**config.mk**
```make
export PLATFORM = sky130hd
export DESIGN_NAME = mpfb_seq
export DESIGN_NICKNAME = d
export VERILOG_FILES = /design/src/rtl/mpfb_pkg.sv /design/src/rtl/mpfb_seq.sv
export VERILOG_INCLUDE_DIRS = /design/src /design/src/rtl
export SDC_FILE = /design/constraint.sdc
export NUM_CORES = 1
export LEC_CHECK = 0
export BUFFER_PORTS_ARGS = -buffer_cell sky130_fd_sc_hd__buf_4
export CAP_MARGIN = 20
export CORE_ASPECT_RATIO = 0.7
export CORE_MARGIN = 3
export CORE_UTILIZATION = 30
export DETAILED_ROUTE_END_ITERATION = 12
export PLACE_DENSITY_LB_ADDON = 0.12
export SLEW_MARGIN = 20
export SYNTH_ARGS = -nofsm -noshare
export SYNTH_HDL_FRONTEND = slang
export SYNTH_SLANG_ARGS = --single-unit
```
**constraint.sdc**
```tcl
create_clock -name clk -period 4.38 [get_ports clk]
set_input_delay 0.219 -clock clk [delete_from_list [all_inputs] [get_ports clk]]
set_output_delay 0.219 -clock clk [all_outputs]
set_load 0.005 [all_outputs]
```
**src/rtl/mono_page_framebuffer_draw_top_defines.svh**
```systemverilog
// Assertion macros shared by the frame buffer modules.
// Each use expects clk and rst_n in scope.
`ifndef MONO_PAGE_FRAMEBUFFER_DRAW_TOP_DEFINES_SVH
`define MONO_PAGE_FRAMEBUFFER_DRAW_TOP_DEFINES_SVH
`ifndef SYNTHESIS
`define MPFB_ASSERT(lbl, prop, msg) \
    lbl: assert property (@(posedge clk) disable iff (!rst_n) (prop)) else $error(msg);
`define MPFB_ASSERT_NEXT(lbl, ante, cons, msg) \
    lbl: assert property (@(posedge clk) disable iff (!rst_n) (ante) |=> (cons)) \
        else $error(msg);
`else
`define MPFB_ASSERT(lbl, prop, msg)
`define MPFB_ASSERT_NEXT(lbl, ante, cons, msg)
`endif
`endif

```
**src/rtl/mpfb_pkg.sv**
```systemverilog
package mpfb_pkg;

    localparam int unsigned SCREEN_COLUMNS_DEF = 128;
    localparam int unsigned SCREEN_PAGES_DEF   = 8;

    // Wide enough for start plus extent minus one
    localparam int unsigned COORD_W = 10;
    typedef logic [COORD_W-1:0] coord_t;

    localparam logic [2:0] CMD_PIXEL_WRITE = 3'd0;
    localparam logic [2:0] CMD_PIXEL_READ  = 3'd1;
    localparam logic [2:0] CMD_LINE        = 3'd2;
    localparam logic [2:0] CMD_RECT        = 3'd3;
    localparam logic [2:0] CMD_CLEAR       = 3'd4;
    localparam logic [2:0] CMD_READ_BYTE   = 3'd5;

    localparam logic STATUS_DONE   = 1'b0;
    localparam logic STATUS_REJECT = 1'b1;

    // Outline segments: top, right, bottom, left
    localparam logic [1:0] SEG_TOP    = 2'd0;
    localparam logic [1:0] SEG_RIGHT  = 2'd1;
    localparam logic [1:0] SEG_BOTTOM = 2'd2;
    localparam logic [1:0] SEG_LEFT   = 2'd3;

    typedef struct packed {
        logic [2:0] cmd;
        logic [7:0] x_coord;
        logic [7:0] y_coord;
        logic [7:0] x_second;
        logic [7:0] y_second;
        logic       pixel_value;
    } req_t;

    typedef struct packed {
        logic       status;
        logic [7:0] read_data;
    } rsp_t;

endpackage

```
**src/rtl/mpfb_seq.sv**
```systemverilog
`include "mono_page_framebuffer_draw_top_defines.svh"

module mpfb_seq #(
    parameter int unsigned COLS   = 128,
    parameter int unsigned PAGES  = 8,
    parameter int unsigned ADDR_W = 10
) (
    input  logic              clk,
    input  logic              rst_n,
    input  logic              req_valid,
    output logic              req_ready,
    input  mpfb_pkg::req_t    req,
    output logic              res_valid,
    input  logic              res_ready,
    output mpfb_pkg::rsp_t    res,
    input  logic              clr_busy,
    output logic [ADDR_W-1:0] mem_addr,
    output logic              mem_wr_en,
    output logic [7:0]        mem_wr_data,
    input  logic [7:0]        mem_rd_data
);

    localparam int unsigned ROWS  = 8 * PAGES;
    localparam int unsigned DEPTH = COLS * PAGES;
    localparam int unsigned COL_W = $clog2(COLS);
    localparam int unsigned ROW_W = $clog2(ROWS);

    localparam mpfb_pkg::coord_t COL_LAST  = mpfb_pkg::coord_t'(COLS - 1);
    localparam mpfb_pkg::coord_t ROW_LAST  = mpfb_pkg::coord_t'(ROWS - 1);
    localparam mpfb_pkg::coord_t COL_LIMIT = mpfb_pkg::coord_t'(COLS);
    localparam mpfb_pkg::coord_t ROW_LIMIT = mpfb_pkg::coord_t'(ROWS);
    localparam mpfb_pkg::coord_t PG_LIMIT  = mpfb_pkg::coord_t'(PAGES);

    typedef enum logic [2:0] {
        S_IDLE,
        S_SETUP,
        S_READ,
        S_WRITE,
        S_DONE
    } state_t;

    state_t           state_reg;
    mpfb_pkg::req_t   item_reg;
    mpfb_pkg::rsp_t   res_reg;
    logic [1:0]       seg_idx_reg;
    logic [COL_W-1:0] cur_col_reg;
    logic [COL_W-1:0] col_end_reg;
    logic [ROW_W-1:0] cur_row_reg;
    logic [ROW_W-1:0] row_start_reg;
    logic [ROW_W-1:0] row_end_reg;

    mpfb_pkg::coord_t xa, ya, xb, yb, xe, ye, ya8;
    mpfb_pkg::coord_t c0, c1, r0, r1, c1_clip, r1_clip;
    logic             reject;
    logic             empty_seg;
    logic             zero_size;
    logic             last_seg;
    logic             is_read;
    logic             lit;
    logic [7:0]       bit_mask;
    logic             bit_val;
    logic [ADDR_W-1:0] col_ext;
    logic [ADDR_W-1:0] page_ext;

    // Segment bounds for the current command and outline segment
    always_comb
    begin
        xa        = mpfb_pkg::coord_t'(item_reg.x_coord);
        ya        = mpfb_pkg::coord_t'(item_reg.y_coord);
        xb        = mpfb_pkg::coord_t'(item_reg.x_second);
        yb        = mpfb_pkg::coord_t'(item_reg.y_second);
        xe        = xa + xb - mpfb_pkg::coord_t'(1);
        ye        = ya + yb - mpfb_pkg::coord_t'(1);
        ya8       = mpfb_pkg::coord_t'({item_reg.y_coord, 3'b000});
        zero_size = (xb == '0) || (yb == '0);
        c0        = xa;
        c1        = xa;
        r0        = ya;
        r1        = ya;
        reject    = 1'b0;
        empty_seg = 1'b0;
        case (item_reg.cmd)
            mpfb_pkg::CMD_PIXEL_WRITE, mpfb_pkg::CMD_PIXEL_READ:
            begin
                reject = !((xa < COL_LIMIT) && (ya < ROW_LIMIT));
            end
            mpfb_pkg::CMD_READ_BYTE:
            begin
                reject = !((xa < COL_LIMIT) && (ya < PG_LIMIT));
                r0     = ya8;
                r1     = ya8;
            end
            mpfb_pkg::CMD_LINE:
            begin
                if (xa == xb)
                begin
                    r1 = yb;
                end
                else if (ya == yb)
                begin
                    c1 = xb;
                end
                else
                begin
                    reject = 1'b1;
                end
            end
            mpfb_pkg::CMD_RECT:
            begin
                empty_seg = zero_size;
                case (seg_idx_reg)
                    mpfb_pkg::SEG_TOP:
                    begin
                        c1 = xe;
                    end
                    mpfb_pkg::SEG_RIGHT:
                    begin
                        c0 = xe;
                        c1 = xe;
                        r1 = ye;
                    end
                    mpfb_pkg::SEG_BOTTOM:
                    begin
                        c1 = xe;
                        r0 = ye;
                        r1 = ye;
                    end
                    default:
                    begin
                        r1 = ye;
                    end
                endcase
            end
            mpfb_pkg::CMD_CLEAR:
            begin
                empty_seg = zero_size;
                c1        = xe;
                r1        = ye;
            end
            default:
            begin
                reject = 1'b1;
            end
        endcase
        c1_clip   = (c1 > COL_LAST) ? COL_LAST : c1;
        r1_clip   = (r1 > ROW_LAST) ? ROW_LAST : r1;
        empty_seg = empty_seg || (c0 > c1_clip) || (r0 > r1_clip);
        last_seg  = (item_reg.cmd != mpfb_pkg::CMD_RECT) || (seg_idx_reg == mpfb_pkg::SEG_LEFT);
    end

    assign is_read  = (item_reg.cmd == mpfb_pkg::CMD_PIXEL_READ) ||
                      (item_reg.cmd == mpfb_pkg::CMD_READ_BYTE);
    assign lit      = (item_reg.cmd == mpfb_pkg::CMD_CLEAR) ? 1'b0 : item_reg.pixel_value;
    assign bit_mask = 8'b0000_0001 << cur_row_reg[2:0];
    assign bit_val  = |(mem_rd_data & bit_mask);

    assign col_ext  = ADDR_W'(cur_col_reg);
    assign page_ext = ADDR_W'(cur_row_reg >> 3);
    assign mem_addr = ADDR_W'(col_ext * ADDR_W'(PAGES)) + page_ext;

    assign mem_wr_en   = (state_reg == S_WRITE) && !is_read;
    assign mem_wr_data = lit ? (mem_rd_data | bit_mask) : (mem_rd_data & ~bit_mask);

    assign req_ready = (state_reg == S_IDLE) && !clr_busy;
    assign res_valid = (state_reg == S_DONE);
    assign res       = res_reg;

    always_ff @(posedge clk or negedge rst_n)
    begin
        if (!rst_n)
        begin
            state_reg     <= S_IDLE;
            seg_idx_reg   <= '0;
            item_reg      <= '0;
            res_reg       <= '0;
            cur_col_reg   <= '0;
            col_end_reg   <= '0;
            cur_row_reg   <= '0;
            row_start_reg <= '0;
            row_end_reg   <= '0;
        end
        else
        begin
            case (state_reg)
                S_IDLE:
                begin
                    if (req_valid && req_ready)
                    begin
                        item_reg    <= req;
                        seg_idx_reg <= '0;
                        state_reg   <= S_SETUP;
                    end
                end
                S_SETUP:
                begin
                    if (reject)
                    begin
                        res_reg   <= '{status: mpfb_pkg::STATUS_REJECT, read_data: 8'h00};
                        state_reg <= S_DONE;
                    end
                    else if (empty_seg)
                    begin
                        if (last_seg)
                        begin
                            res_reg   <= '{status: mpfb_pkg::STATUS_DONE, read_data: 8'h00};
                            state_reg <= S_DONE;
                        end
                        else
                        begin
                            seg_idx_reg <= seg_idx_reg + 1'b1;
                        end
                    end
                    else
                    begin
                        cur_col_reg   <= COL_W'(c0);
                        col_end_reg   <= COL_W'(c1_clip);
                        cur_row_reg   <= ROW_W'(r0);
                        row_start_reg <= ROW_W'(r0);
                        row_end_reg   <= ROW_W'(r1_clip);
                        state_reg     <= S_READ;
                    end
                end
                S_READ:
                begin
                    state_reg <= S_WRITE;
                end
                S_WRITE:
                begin
                    if (is_read)
                    begin
                        res_reg.status    <= mpfb_pkg::STATUS_DONE;
                        res_reg.read_data <= (item_reg.cmd == mpfb_pkg::CMD_READ_BYTE)
                                             ? mem_rd_data : {7'b0, bit_val};
                        state_reg         <= S_DONE;
                    end
                    else if (cur_row_reg != row_end_reg)
                    begin
                        cur_row_reg <= cur_row_reg + 1'b1;
                        state_reg   <= S_READ;
                    end
                    else if (cur_col_reg != col_end_reg)
                    begin
                        cur_col_reg <= cur_col_reg + 1'b1;
                        cur_row_reg <= row_start_reg;
                        state_reg   <= S_READ;
                    end
                    else if (last_seg)
                    begin
                        res_reg   <= '{status: mpfb_pkg::STATUS_DONE, read_data: 8'h00};
                        state_reg <= S_DONE;
                    end
                    else
                    begin
                        seg_idx_reg <= seg_idx_reg + 1'b1;
                        state_reg   <= S_SETUP;
                    end
                end
                S_DONE:
                begin
                    if (res_ready)
                    begin
                        state_reg <= S_IDLE;
                    end
                end
                default:
                begin
                    state_reg <= S_IDLE;
                end
            endcase
        end
    end

    `MPFB_ASSERT_NEXT(a_res_holds, res_valid && !res_ready, res_valid && $stable(res), "result changed while stalled")
    `MPFB_ASSERT(a_wr_in_range, mem_wr_en |-> (mem_addr <= ADDR_W'(DEPTH - 1)), "write address off store")
    `MPFB_ASSERT(a_read_no_write, mem_wr_en |-> (item_reg.cmd != mpfb_pkg::CMD_PIXEL_READ && item_reg.cmd != mpfb_pkg::CMD_READ_BYTE), "read command wrote store")

endmodule

```
==> summary.txt, run 1 <==
CTS
  • Total CTS buffers: 9
  • Num Clock Sinks: 82
  • TritonCTS clock tree: built
  • Clock Path Buffers: 2
  • Clock H-tree levels: 3
  • CTS Hold Bufs: 0
  • Worst-Skew Late Latency: 0.35 ns
  • Root buffer selected by CTS: clkbuf_16
  • Clk slew on worst S/H paths: 0.07 ns

Cells and area
  • Share of layout cells above drive strength 1: 40.3%
  • Area Overhead vs Synth: 42.5%
  • Fillers: 2,100
  • Flip-flop and latch area: 0.00205 mm²
  • NumNets Final: 1,056
  • Max reg flops: 36
  • Final instance area: 0.00929 mm²
  • Diode count: 0
  • Final Util: 44.2%
  • Most frequent cells in the layout: 202 x buf_4, 82 x dfrtp_1, 69 x inv_1, 53 x ha_1, 52 x nor2_1
  • Multi-input gate area: 0.00459 mm²
  • Commonest non-fill, non-tap cell in the layout: buf_4

Drt
  • Number of routed nets with antenna violations: 0
  • Remaining DRCs: 0
  • Via count: 6,272
  • DR WL/cell: 18.5 µm
  • Final wirelength: 22,600 µm
  • DRT iter0 DRCs: 484
  • Detailed Routing Iterations Pass 1: 5
  • Via density: 5.12

Floorplan
  • Die Height: 129 µm
  • Die Span X: 182 µm
  • Die area: 0.0236 mm²
  • Core Area: 0.0210 mm²
  • Initial Util: 31.0%
  • Number of placement rows: 44
  • Boundary Pins: 79

Outcome
  • Failing checks: hold timing, setup timing
  • Outcome: finished, violations left

Timing
  • Unrepaired setup endpoints after global routing: true
  • Finish-stage setup viols: 16
  • Fin Hold WS: -0.0773 ns
  • Max frequency: 223 MHz
  • Post-layout min period: 4.48 ns
  • Period utilization: 102%
  • Fin. Hold Viols: 82
  • Setup TNS: -1.08 ns
  • Worst slew pin tran: 0.981 ns
  • Slack of the critical path: -0.0976 ns
  • Slew margin rel.: 34.3%
  • Slew Viols, Final: 0
  • Final Skew: 0.00865 ns

Global route
  • Vias in the first global route: 6,361
  • Largest net degree at the start of global routing: 83
  • Global-route wire length before repair: 35,300 µm
  • Grt peak-use layer: met1
  • Gr ovfl total: 0
  • Initial antenna violation count: 0
  • Tot GR Track Use: 19.0%
  • Met1 Use GR: 29.3%
  • M3 GR Usage: 3.70%
  • M2 GR Usage: 27.4%

Setup path
  • Slowest library cell on the worst path: dfrtp_1
  • CP Launch Type: register
  • Crit-path max FO: 5
  • Crit path cell chain: inv_2 -> ha_4 -> inv_2 -> ha_4 -> fa_2 -> a21o_1 -> a221oi_4 -> mux2i_1 -> a221oi_2 -> o21ai_4 -> buf_4 -> a2111oi_4 -> ha_1 -> and3_4 -> nand3_2 -> o22a_1 -> o21ai_2 -> buf_4 -> a31o_4 -> a21o_4 -> a32o_1
  • Worst r2r src: item_reg[26]
  • Worst Path Arrival: 4.72 ns
  • Path depth of the worst reg2reg path: 21
  • Register-to-register setup slack: -0.1 ns
  • Max incr delay on CP: 0.37 ns
  • Setup Crit Path Kind: register to register
  • CP endpoint kind: register
  • Worst Path Buf+Inv: 4
  • Reg2Reg Capture Point: res[0]
  • CP top delay family: compound AO/OA/AOI/OAI gates
  • CP required: 4.62 ns

Logic synthesis
  • EDFF count, synth: 0
  • Avg Cell Area, Syn: 8.81 µm²
  • Synthesized area: 0.00652 mm²
  • Post-Synthesis Cells: 740
  • Sequential area share after synthesis: 31.5%
  • Yosys cell types: 67
  • Warnings, synthesis: 0
  • Flops & latches, synth: 82
  • Top_reg_cell synth: dfrtp_1
  • Area leader, netlist: dfrtp_1
  • Dominant cells by area after synthesis: dfrtp_1 31%, ha_1 12%, mux2_2 9.2%, inv_1 4.5%, o21ai_0 4.1%
  • Async SR Flop Fraction: 100%
  • Post-synth top area share: 31.5%

Placement
  • Port-buffer cells: 78
  • Detail Placement HPWL: 17,100 µm
  • Routability Congestion: 0.923
  • DP Worst Slack: -0.551 ns
  • Placed inst area: 0.00821 mm²

Min path
  • Hold Path Class: input port to asynchronous set/reset pin

Job
  • Max-Cap Viols: 0
[through the flow]
| stage | hold slack, ns | std cells |
|---|---|---|
| after floorplan | -0.0766 | 746 |
| after global placement | 0.431 | 1182 |
| after detailed placement | 0.451 | 1182 |
| after CTS | 0.0849 | 1219 |
| after global routing | 0.00902 | 1225 |
| final | -0.0773 | 1225 |
[kinds of logic (layout without fill, tap and decap cells)]
| group | count (synthesis) | count (layout) | share of synthesized area, % |
|---|---|---|---|
| AO/OA/AOI/OAI | 196 | 197 | 20.7 |
| buffers and inverters | 108 | 310 | 6.45 |
| AND/OR/NAND/NOR | 205 | 205 | 15.4 |
| multiplexers | 59 | 59 | 10.1 |
| flip-flops | 82 | 82 | 31.5 |
| adder cells (fa/ha/maj) | 63 | 63 | 12.3 |
| XOR/XNOR | 26 | 26 | 3.49 |
| other | 1 | 7 | 0.0575 |
[cells in the mapped netlist (7+ instances only)]
master	count
inv_1	78
nand2_1	54
nor3_1	12
nor2b_1	13
clkbuf_1	21
a211oi_1	16
nor2_1	52
and2_1	7
mux2_2	53
xnor2_1	8
a31oi_1	9
nand3_1	20
nor4_1	11
dfrtp_1	82
a22o_1	15
a21o_1	9
a21oi_1	34
ha_1	61
o21ai_0	54
xor2_1	18
[per-layer routing]
layer / vias up / part of all wire, %
li1: 3063 / -
met5: - / 0
met1: 3014 / 52
met2: 187 / 42
met4: 0 / 0.50
met3: 8 / 5.5
[worst max path at each step]
stage,from,to,slack (ns),cells after the start
after CTS,item_reg[26],res[0],-0.08,21
after floorplan,item_reg[10],col_end_reg[4],0.006,21
final,item_reg[26],res[0],-0.1,21
after global placement,item_reg[26],res[0],-0.40,20
after detailed placement,item_reg[26],state_reg[2],-0.55,20
after global routing,item_reg[30],cur_row_reg[3],-0.22,19
[worst reg2reg max path, delay by kind of cell, from the launching register on]
kind	cells	cell delay, ns
DFF	1	0.37
buffers and inverters	4	0.40
and+or+nand+nor	2	0.23
adders and majority gates	4	1.08
muxes	1	0.13
AOI/OAI and AO/OA	10	2.15
[cell type report]
cell class	count	share of cell area [%]
sequential	82	22.1
clock inverter	7	1.08
inverter	78	3.15
timing repair buffer	216	18.1
multi-input combinational	557	49.4
tap	276	3.72
clock buffer	9	2.42
[repair_timing]
action	CTS	global route
setup buffers	21	6
setup endpoints to repair	46	46
pin swaps	33	44
resized for setup	53	77
hold endpoints to repair	0	0
cloned	2	0
Power of run 1 is not shown: default switching activity piles up to over one toggle a cycle in this logic, so the estimate is an artifact.
==> run 2, diff against run 1 <==
--- a/config.mk
+++ b/config.mk
@@ -13,6 +13,7 @@
 export CORE_UTILIZATION = 30
 export DETAILED_ROUTE_END_ITERATION = 12
 export PLACE_DENSITY_LB_ADDON = 0.12
+export SKIP_CTS_REPAIR_TIMING = 1
 export SLEW_MARGIN = 20
 export SYNTH_ARGS = -nofsm -noshare
 export SYNTH_HDL_FRONTEND = slang
==> run 2 against run 1 <==
Cell count shrank 0.24%. First-iteration DRC count down 27%. Wire length increased by 0.64%. Final area grew 1.2%. Utilization rose by 0.53 points. Critical path depth rose by 2. Die area unchanged. The run still ends with hold timing, setup timing left. Count of clock-buffer cells in the layout stayed put.
==> summary.txt, run 2 (synthesized netlist as in run 1, its figures left out) <==
Outcome
  • Outcome: finished, violations left
  • Failing checks: hold timing, setup timing

Timing
  • Finish-stage setup viols: 36 (+20)
  • Slew Viols, Final: 0 (unchanged)
  • Slew margin rel.: 34.1% (-0.28 points)
  • Post-layout min period: 4.53 ns (+0.0539 ns)
  • Fin Hold WS: -0.0766 ns (+0.000670 ns)
  • Fin. Hold Viols: 82 (unchanged)
  • Worst slew pin tran: 0.986 ns (+0.00420 ns)
  • Max frequency: 221 MHz (-1.2%)
  • Period utilization: 103% (+1.2 points)
  • Unrepaired setup endpoints after global routing: true
  • Final Skew: 0.00795 ns (-0.000701 ns)
  • Slack of the critical path: -0.151 ns (-0.0539 ns)

Floorplan
  • Boundary Pins: 79 (unchanged)
  • Core Area: 0.0210 mm² (unchanged)
  • Die area: 0.0236 mm² (unchanged)
  • Die Span X: 182 µm (unchanged)
  • Die Height: 129 µm (unchanged)
  • Number of placement rows: 44 (unchanged)
  • Initial Util: 31.0% (unchanged)

Drt
  • Final wirelength: 22,800 µm (+0.64%)
  • DRT iter0 DRCs: 354 (-27%)
  • Via density: 5.18 (+1.2%)
  • Via count: 6,329 (+0.91%)
  • Remaining DRCs: 0 (unchanged)
  • Detailed Routing Iterations Pass 1: 5 (unchanged)
  • Number of routed nets with antenna violations: 0 (unchanged)
  • DR WL/cell: 18.6 µm (+0.89%)

Job
  • Max-Cap Viols: 0 (unchanged)

Cells and area
  • Most frequent cells in the layout: 200 x buf_4, 82 x dfrtp_1, 65 x inv_1, 51 x nor2_1, 50 x ha_1
  • Max reg flops: 36 (unchanged)
  • Final instance area: 0.00940 mm² (+1.2%)
  • Final Util: 44.7% (+0.53 points)
  • Area Overhead vs Synth: 44.2%
  • NumNets Final: 1,053 (-0.28%)
  • Diode count: 0 (unchanged)
  • Non-Filler Instances: 1,222 (-0.24%)
  • Share of layout cells above drive strength 1: 42.5% (+2.2 points)
  • Commonest non-fill, non-tap cell in the layout: buf_4
  • Fillers: 2,081 (-0.90%)

Min path
  • Hold Path Class: input port to asynchronous set/reset pin

Setup path
  • Path depth of the worst reg2reg path: 23 (+9.5%)
  • CP required: 4.61 ns (about the same)
  • Register-to-register setup slack: -0.15 ns (-0.05 ns)
  • Crit path cell chain: inv_2 -> ha_4 -> inv_2 -> ha_4 -> fa_2 -> a21o_1 -> a221oi_4 -> mux2i_1 -> a221oi_2 -> o21ai_4 -> buf_6 -> a211o_1 -> ha_1 -> and4_1 -> nand2_1 -> o22a_1 -> o21ai_2 -> nand4_1 -> buf_6 -> buf_8 -> buf_6 -> a21oi_2 -> o22ai_1
  • Setup Crit Path Kind: register to register
  • Worst r2r src: item_reg[26]
  • Max incr delay on CP: 0.37 ns (about the same)
  • CP most frequent cell: buf_6
  • Worst Path Arrival: 4.76 ns (+0.04 ns)
  • Slowest library cell on the worst path: dfrtp_1
  • Critical Path Start: item_reg[26]
  • Crit-path max FO: 7 (+2)
  • CP endpoint kind: register
  • CP Launch Type: register

Global route
  • Largest net degree at the start of global routing: 83 (unchanged)
  • Gr ovfl total: 0 (unchanged)
  • Initial antenna violation count: 0 (unchanged)
  • Global-route wire length before repair: 34,100 µm (-3.3%)
  • Vias in the first global route: 6,114 (-3.9%)
  • Tot GR Track Use: 18.3% (-0.63 points)

CTS
  • Clock Path Buffers: 2 (unchanged)
  • Num Clock Sinks: 82 (unchanged)
  • Total CTS buffers: 9 (unchanged)
  • TritonCTS clock tree: built
  • Clk slew on worst S/H paths: 0.07 ns (about the same)
  • Clock H-tree levels: 3 (unchanged)
  • Root buffer selected by CTS: clkbuf_16
  • Worst-Skew Late Latency: 0.35 ns (about the same)

Placement
  • Routability Congestion: 0.923 (unchanged)
  • Placed inst area: 0.00821 mm² (unchanged)
  • Port-buffer cells: 78 (unchanged)
  • Number of instances in the placed design: 1,182 (unchanged)
  • Detail Placement HPWL: 17,100 µm (unchanged)
[run 2: cell count changes in the layout (fill, tap and decap cells not counted), sizes merged]
cell,delta
buf,-4
clkbuf,+1
[run 2: critical path, delay by kind of cell, from the launching register on]
kind / cells / cell delay [ns]
fa+ha+maj: 4 / 1.06
buf+inv: 6 / 0.67
flops: 1 / 0.37
compound gates: 9 / 1.80
simple gates: 3 / 0.36
mux: 1 / 0.13
[run 2: worst paths after layout]
kind	to
max	cur_col_reg[2]
min	cur_col_reg[4]
max reg2reg	cur_col_reg[2]
min reg2reg	row_start_reg[2]
max in group asynchronous	item_reg[34]
min in group clk	state_reg[2]
[run 2: layout make-up]
class / count / area [µm²] / area share [%]
multi-input cells: 557 / 4710 / 50.1
flip-flops and latches: 82 / 2050 / 21.8
repair buffers: 213 / 1670 / 17.8
well taps: 276 / 345 / 3.67
inverters: 78 / 293 / 3.12
clock buffers: 9 / 225 / 2.40
clock inverters: 7 / 100 / 1.06
[run 2: per-stage QoR]
stage	worst slack (ns)	hold slack (ns)	setup TNS (ns)
finish	-0.151	-0.0766	-2.42
global route	-0.248	0.0100	-7.01
CTS	-0.617	0.0849	-20.79
detailed placement	-0.551	0.451	-18.91
global placement	-0.405	0.431	-13.51
floorplan	0.00580	-0.0766	0
[run 2: metal layers]
layer / GRT usage [%] / up-vias / wire [µm]
li1: - / 3062 / -
met1: 29.1 / 3058 / 11900
met2: 25.5 / 196 / 9530
met3: 3.82 / 13 / 1250
met4: 3.18 / 0 / 129
met5: 0 / - / 0
Power of run 2 is left out for the same reason.
